==> config.mk <==
export PLATFORM = sky130hd
export DESIGN_NAME = e2r_lane
export DESIGN_NICKNAME = d
export VERILOG_FILES = /design/src/rtl/core/e2r_pkg.sv /design/src/rtl/core/e2r_lane.sv
export SDC_FILE = /design/constraint.sdc
export NUM_CORES = 2
export LEC_CHECK = 0
export BUFFER_PORTS_ARGS = -buffer_cell sky130_fd_sc_hd__buf_4
export CAP_MARGIN = 20
export CORE_UTILIZATION = 30
export DETAILED_ROUTE_END_ITERATION = 7
export PLACE_DENSITY_LB_ADDON = 0.3
export REMOVE_ABC_BUFFERS = 1
export SLEW_MARGIN = 20
export SYNTH_ARGS = -nofsm -noshare
export SYNTH_HDL_FRONTEND = slang
export SYNTH_SLANG_ARGS = --single-unit
==> constraint.sdc <==
create_clock -name clock -period 14.5 [get_ports clock]
set_input_delay 0 -clock clock [delete_from_list [all_inputs] [get_ports clock]]
set_output_delay 0 -clock clock [all_outputs]
set_load 0.02 [all_outputs]
==> src/rtl/core/e2r_pkg.sv <==
// ----------------------------------------------------------------------------
// e2r_pkg: shared types and constants
// Payload structs, angle constants and the CORDIC arctangent table used by
// the Euler-angle to rotation matrix converter.
// ----------------------------------------------------------------------------
package e2r_pkg;

   // One orientation request: degrees with 6 fraction bits.
   typedef struct packed {
      logic signed [15:0] pitch_deg;
      logic signed [15:0] yaw_deg;
      logic signed [15:0] roll_deg;
   } req_type;

   // One rotation matrix result.
   typedef struct packed {
      logic signed [15:0] m00;
      logic signed [15:0] m01;
      logic signed [15:0] m02;
      logic signed [15:0] m10;
      logic signed [15:0] m11;
      logic signed [15:0] m12;
      logic signed [15:0] m20;
      logic signed [15:0] m21;
      logic signed [15:0] m22;
   } rsp_type;

   localparam int ANG_FULL  = 23040;
   localparam int ANG_HALF  = 11520;
   localparam int ANG_QUART = 5760;
   localparam int TABLE_LEN = 24;

   // Radians per degree*64 in Q30, and the CORDIC start value 0.60725 in Q30.
   localparam logic signed [19:0] RAD_PER_DEG64 = 20'sd292818;
   localparam logic signed [33:0] CORDIC_X0     = 34'sd652032874;

   // Sine and cosine width in Q2.30; CORDIC datapath width.
   localparam int TRIG_W = 32;
   localparam int DP_W   = 34;

   localparam logic [31:0] ATAN_Q30 [TABLE_LEN] = '{
      32'h3243F6A8, 32'h1DAC6705, 32'h0FADBAFC, 32'h07F56EA6, 32'h03FEAB76,
      32'h01FFD55B, 32'h00FFFAAA, 32'h007FFF55, 32'h003FFFEA, 32'h001FFFFD,
      32'h000FFFFF, 32'h0007FFFF, 32'h0003FFFF, 32'h0001FFFF, 32'h0000FFFF,
      32'h00007FFF, 32'h00003FFF, 32'h00001FFF, 32'h00000FFF, 32'h000007FF,
      32'h000003FF, 32'h000001FF, 32'h000000FF, 32'h0000007F
   };

endpackage

==> src/rtl/core/e2r_lane.sv <==
// ----------------------------------------------------------------------------
// e2r_lane: pipelined sine and cosine of one angle
// Folds the angle into a quarter turn, converts it to radians and runs an
// unrolled CORDIC rotation, one micro-rotation per pipeline stage.
// ----------------------------------------------------------------------------
module e2r_lane #(
   parameter int TRIG_STAGES = 16
) (
   input  logic                            clock,
   input  logic signed [15:0]              angle,
   output logic signed [e2r_pkg::TRIG_W-1:0] sin_out,
   output logic signed [e2r_pkg::TRIG_W-1:0] cos_out
);

   localparam int NST = (TRIG_STAGES < e2r_pkg::TABLE_LEN) ? TRIG_STAGES
                                                           : e2r_pkg::TABLE_LEN;
   localparam int W = e2r_pkg::DP_W;

   logic signed [16:0] wrap;
   logic signed [16:0] fold;
   logic               neg;
   logic signed [W-1:0] z_in;

   logic signed [W-1:0] x_ff [0:NST];
   logic signed [W-1:0] y_ff [0:NST];
   logic signed [W-1:0] z_ff [0:NST];
   logic                neg_ff [0:NST];

   // Wrap into (-180, 180] degrees, then fold into a quarter turn.
   always_comb begin
      wrap = 17'(angle);
      if (wrap > 17'sd11520) begin
         wrap = wrap - 17'sd23040;
      end else if (wrap <= -17'sd11520) begin
         wrap = wrap + 17'sd23040;
      end
      fold = wrap;
      neg  = 1'b0;
      if (wrap > 17'sd5760) begin
         fold = wrap - 17'sd11520;
         neg  = 1'b1;
      end else if (wrap < -17'sd5760) begin
         fold = wrap + 17'sd11520;
         neg  = 1'b1;
      end
      z_in = W'(fold) * W'(e2r_pkg::RAD_PER_DEG64);
   end

   // Entry stage: radians and start vector.
   always_ff @(posedge clock) begin
      x_ff[0]   <= e2r_pkg::CORDIC_X0;
      y_ff[0]   <= '0;
      z_ff[0]   <= z_in;
      neg_ff[0] <= neg;
   end

   // One micro-rotation per stage.
   for (genvar g = 0; g < NST; g++) begin : g_stage
      logic signed [W-1:0] atan_v;
      assign atan_v = W'(signed'({1'b0, e2r_pkg::ATAN_Q30[g]}));
      always_ff @(posedge clock) begin
         if (z_ff[g] >= 0) begin
            x_ff[g+1] <= x_ff[g] - (y_ff[g] >>> g);
            y_ff[g+1] <= y_ff[g] + (x_ff[g] >>> g);
            z_ff[g+1] <= z_ff[g] - atan_v;
         end else begin
            x_ff[g+1] <= x_ff[g] + (y_ff[g] >>> g);
            y_ff[g+1] <= y_ff[g] - (x_ff[g] >>> g);
            z_ff[g+1] <= z_ff[g] + atan_v;
         end
         neg_ff[g+1] <= neg_ff[g];
      end
   end

   // Undo the half-turn fold.
   assign sin_out = e2r_pkg::TRIG_W'(neg_ff[NST] ? -y_ff[NST] : y_ff[NST]);
   assign cos_out = e2r_pkg::TRIG_W'(neg_ff[NST] ? -x_ff[NST] : x_ff[NST]);

endmodule

==> out/summary.json <==
{
  "dieHeight_um": 626,
  "totalWireLength_um": 299000,
  "crit_path_max_incr_delay_ns": 0.60,
  "final_antenna_net_count": 0,
  "timing.critical_path.from_type": "input pin",
  "num_rows": 228,
  "result_of_the_run": "finished clean",
  "maxClockFrequency_mhz": 99.8,
  "core_mm2": 0.387,
  "synth_adder_area_share_pct": 19.3,
  "hold_viol_final": 0,
  "finalSetupTns_ns": 0,
  "grt_pass1_vias": 92800,
  "yosys-mux-area-fraction_pct": 0.480,
  "max-slew-margin-rel_pct": 24.6,
  "tightest_slew_ns": 1.10,
  "crit_type": "input pin to register",
  "mostFrequentLayoutCell": "sky130_fd_sc_hd__ha_1",
  "nFillCells": 40800,
  "final_cell_mix": "sky130_fd_sc_hd__ha_1, sky130_fd_sc_hd__dfxtp_1, sky130_fd_sc_hd__xnor2_1, sky130_fd_sc_hd__a21oi_1, sky130_fd_sc_hd__nor2_1",
  "grt_pass1_wl_um": 481000,
  "sequential_element_share_of_the_synthesized_area_pct": 25.7,
  "worst_skew_pair.late_latency_ns": 0.87,
  "cpMaxStageDelayCell": "sky130_fd_sc_hd__dlygate4sd3_1",
  "synth_cell_type_count": 109,
  "clock_tree.buffer_depth": 4,
  "finalCriticalPeriod_ns": 10.02,
  "drive_gt1_share_pct": 4.26,
  "vias": 93600,
  "grt.total_usage_pct": 14.8,
  "area_growth_syn_to_layout_pct": 10.9,
  "post-route-drc-count": 0,
  "crit_path_max_fanout": 8,
  "boundary_pin_count": 81,
  "fraction_of_synthesized_cell_area_in_xor_and_xnor_cells_pct": 14.6,
  "dominant_combinational_cell_family_by_area_after_synthesis": "compound AO/OA/AOI/OAI gates",
  "critical_path_required_ns": 15.20,
  "critical-path-top-delay-family": "adder cells",
  "ctsHoldBuffers": 14,
  "multiInputGateArea_mm2": 0.0837,
  "seq_area_mm2": 0.0301,
  "overflow": 0,
  "dp.final_hpwl_um": 246000,
  "dominantRegCellSynth": "sky130_fd_sc_hd__dfxtp_1",
  "min_path_type": "input pin to register",
  "drt-initial-drc-count": 4093,
  "synthesis.yosys.warnings": 0,
  "synth_area_per_cell_um2": 8.62,
  "type_of_element_capturing_the_critical_path": "register",
  "grt_antenna_before_repair": 4,
  "period_share_pct": 69.1,
  "post_cts_resized": 0,
  "initial_utilization_pct": 30.2,
  "final-setup-viol-count": 0,
  "synth_cells": 13600,
  "portBuffers": 80,
  "final_nets": 15500,
  "syn_area_mm2": 0.117,
  "clock_tree.root_cell": "sky130_fd_sc_hd__clkbuf_16",
  "rsz_0062_raised_after_global_routing": "false",
  "cts.sinks": 1504,
  "fraction_of_the_mapped_netlist_area_in_compound_gates_pct": 22.6,
  "place.gp.congestion": 0.881,
  "drt-pass1-iter-count": 7,
  "async_reset_ff_share_pct": 0,
  "grt_max_degree": 79,
  "maximum_capacitance_violations": 0,
  "final_max_slew_viol_count": 0,
  "critical_path_buf_inv_count": 9,
  "cts_tree": "built",
  "post_synth_and_or_nand_nor_area_fraction_pct": 14.5,
  "finalClockSkew_ns": 0.0587,
  "post_drt_via_cell_ratio": 4.92,
  "htree_num_levels": 4,
  "post_dr_wirelength_cell_um": 15.7,
  "die_width_um": 626,
  "synth_seq_cells": 1504,
  "die_area_mm2": 0.392,
  "signal_arrival_time_at_the_worst_endpoint_ns": 10.71,
  "r2r_setup_slack_ns": 8.38,
  "post-cts-setup-buffer-count": 0,
  "synth_edf_count": 0,
  "worst_setup_hold_path_clk_slew_ns": 0.06,
  "cts_buf_count": 180
}
[layer usage]
metal  GRT usage (%)  wire length, um
met1            17.0           130000
met3            1.63             7710
met4            5.17            10800
met5               0                0
met2            28.0           151000
[worst reg2reg max path, stage by stage, from the launching register on]
cell and delay, ns:
sky130_fd_sc_hd__dfxtp_1 0.31, sky130_fd_sc_hd__inv_1 0.13, sky130_fd_sc_hd__ha_1 0.26, sky130_fd_sc_hd__nor4b_1 0.27, sky130_fd_sc_hd__nand4_1 0.22, sky130_fd_sc_hd__nor2_1 0.33
sky130_fd_sc_hd__nor2_4 0.04, sky130_fd_sc_hd__buf_4 0.33, sky130_fd_sc_hd__inv_1 0.75, sky130_fd_sc_hd__mux2i_1 0.26, sky130_fd_sc_hd__fa_1 0.46, sky130_fd_sc_hd__a21o_1 0.18
sky130_fd_sc_hd__a21oi_1 0.21, sky130_fd_sc_hd__nor2b_1 0.08, sky130_fd_sc_hd__o21ai_0 0.26, sky130_fd_sc_hd__a21oi_1 0.17, sky130_fd_sc_hd__a211oi_1 0.63, sky130_fd_sc_hd__o2bb2ai_1 0.38
sky130_fd_sc_hd__o311ai_0 0.28, sky130_fd_sc_hd__a21o_1 0.22, sky130_fd_sc_hd__a21oi_1 0.17, sky130_fd_sc_hd__xnor2_1 0.13
[final cells by class]
cell class / instances / share of cell area (%)
multi-input combinational: 11200 / 64.5
sequential: 1504 / 23.2
tap: 5175 / 4.99
clock buffer: 246 / 3.93
inverter: 687 / 1.99
timing repair buffer: 138 / 0.822
clock inverter: 65 / 0.598
antenna: 3 / 0.00578
[per-stage QoR]
stage	hold slack [ns]	area (um2)	utilization, %	setup WS (ns)	cells
2_1_floorplan	0.0277	116000	-	6.21	13400
3_3_place_gp	0.158	124000	32.0	4.42	18700
3_5_place_dp	0.157	124000	32.0	4.57	18700
4_1_cts	0.0681	130000	33.6	4.55	19000
5_1_grt	0.109	130000	33.6	3.92	19000
6_report	0.133	130000	33.6	4.48	19000
[state kept, by name (all words and copies together) (netlist names)]
register,cells
y_ff,509
z_ff,496
x_ff,482
neg_ff,17
[worst paths after layout]
kind | end | from | cells past startpoint
worst min register to register | z_ff[3][1]$_DFF_P_ | z_ff[2][1]$_DFF_P_ | 0
worst min-delay path | z_ff[0][5]$_DFF_P_ | angle[1] | 4
worst max-delay path | z_ff[0][33]$_DFF_P_ | angle[1] | 36
worst max register to register | x_ff[8][32]$_DFF_P_ | z_ff[7][33]$_DFF_P_ | 21
[synthesized netlist by cell type, types with 140 or more instances]
cell / count / area (um2)
sky130_fd_sc_hd__a21o_1: 672 / 5040
sky130_fd_sc_hd__a21oi_1: 1168 / 5850
sky130_fd_sc_hd__clkbuf_1: 146 / 548
sky130_fd_sc_hd__dfxtp_1: 1504 / 30100
sky130_fd_sc_hd__fa_1: 140 / 2800
sky130_fd_sc_hd__ha_1: 1579 / 19800
sky130_fd_sc_hd__inv_1: 678 / 2540
sky130_fd_sc_hd__nand2_1: 772 / 2900
sky130_fd_sc_hd__nand2b_1: 249 / 1560
sky130_fd_sc_hd__nand3_1: 218 / 1090
sky130_fd_sc_hd__nor2_1: 857 / 3220
sky130_fd_sc_hd__nor2b_1: 196 / 1230
sky130_fd_sc_hd__nor3_1: 276 / 1380
sky130_fd_sc_hd__o21a_1: 234 / 1760
sky130_fd_sc_hd__o21ai_0: 815 / 4080
sky130_fd_sc_hd__o21bai_1: 185 / 1390
sky130_fd_sc_hd__o31ai_1: 241 / 1810
sky130_fd_sc_hd__or3_1: 173 / 1080
sky130_fd_sc_hd__xnor2_1: 1280 / 11200
sky130_fd_sc_hd__xor2_1: 670 / 5870
[kinds of logic after synthesis]
| family | Yosys count |
|---|---|
| AO/OA/AOI/OAI | 4100 |
| XOR/XNOR | 1952 |
| adder cells (fa/ha/maj) | 1719 |
| buffers and inverters | 861 |
| flip-flops | 1504 |
| multiplexers | 56 |
| AND/OR/NAND/NOR | 3386 |
Power is left out: the tool's default activity adds up to more than one toggle a clock period on the data nets, which glitch-free logic cannot reach.
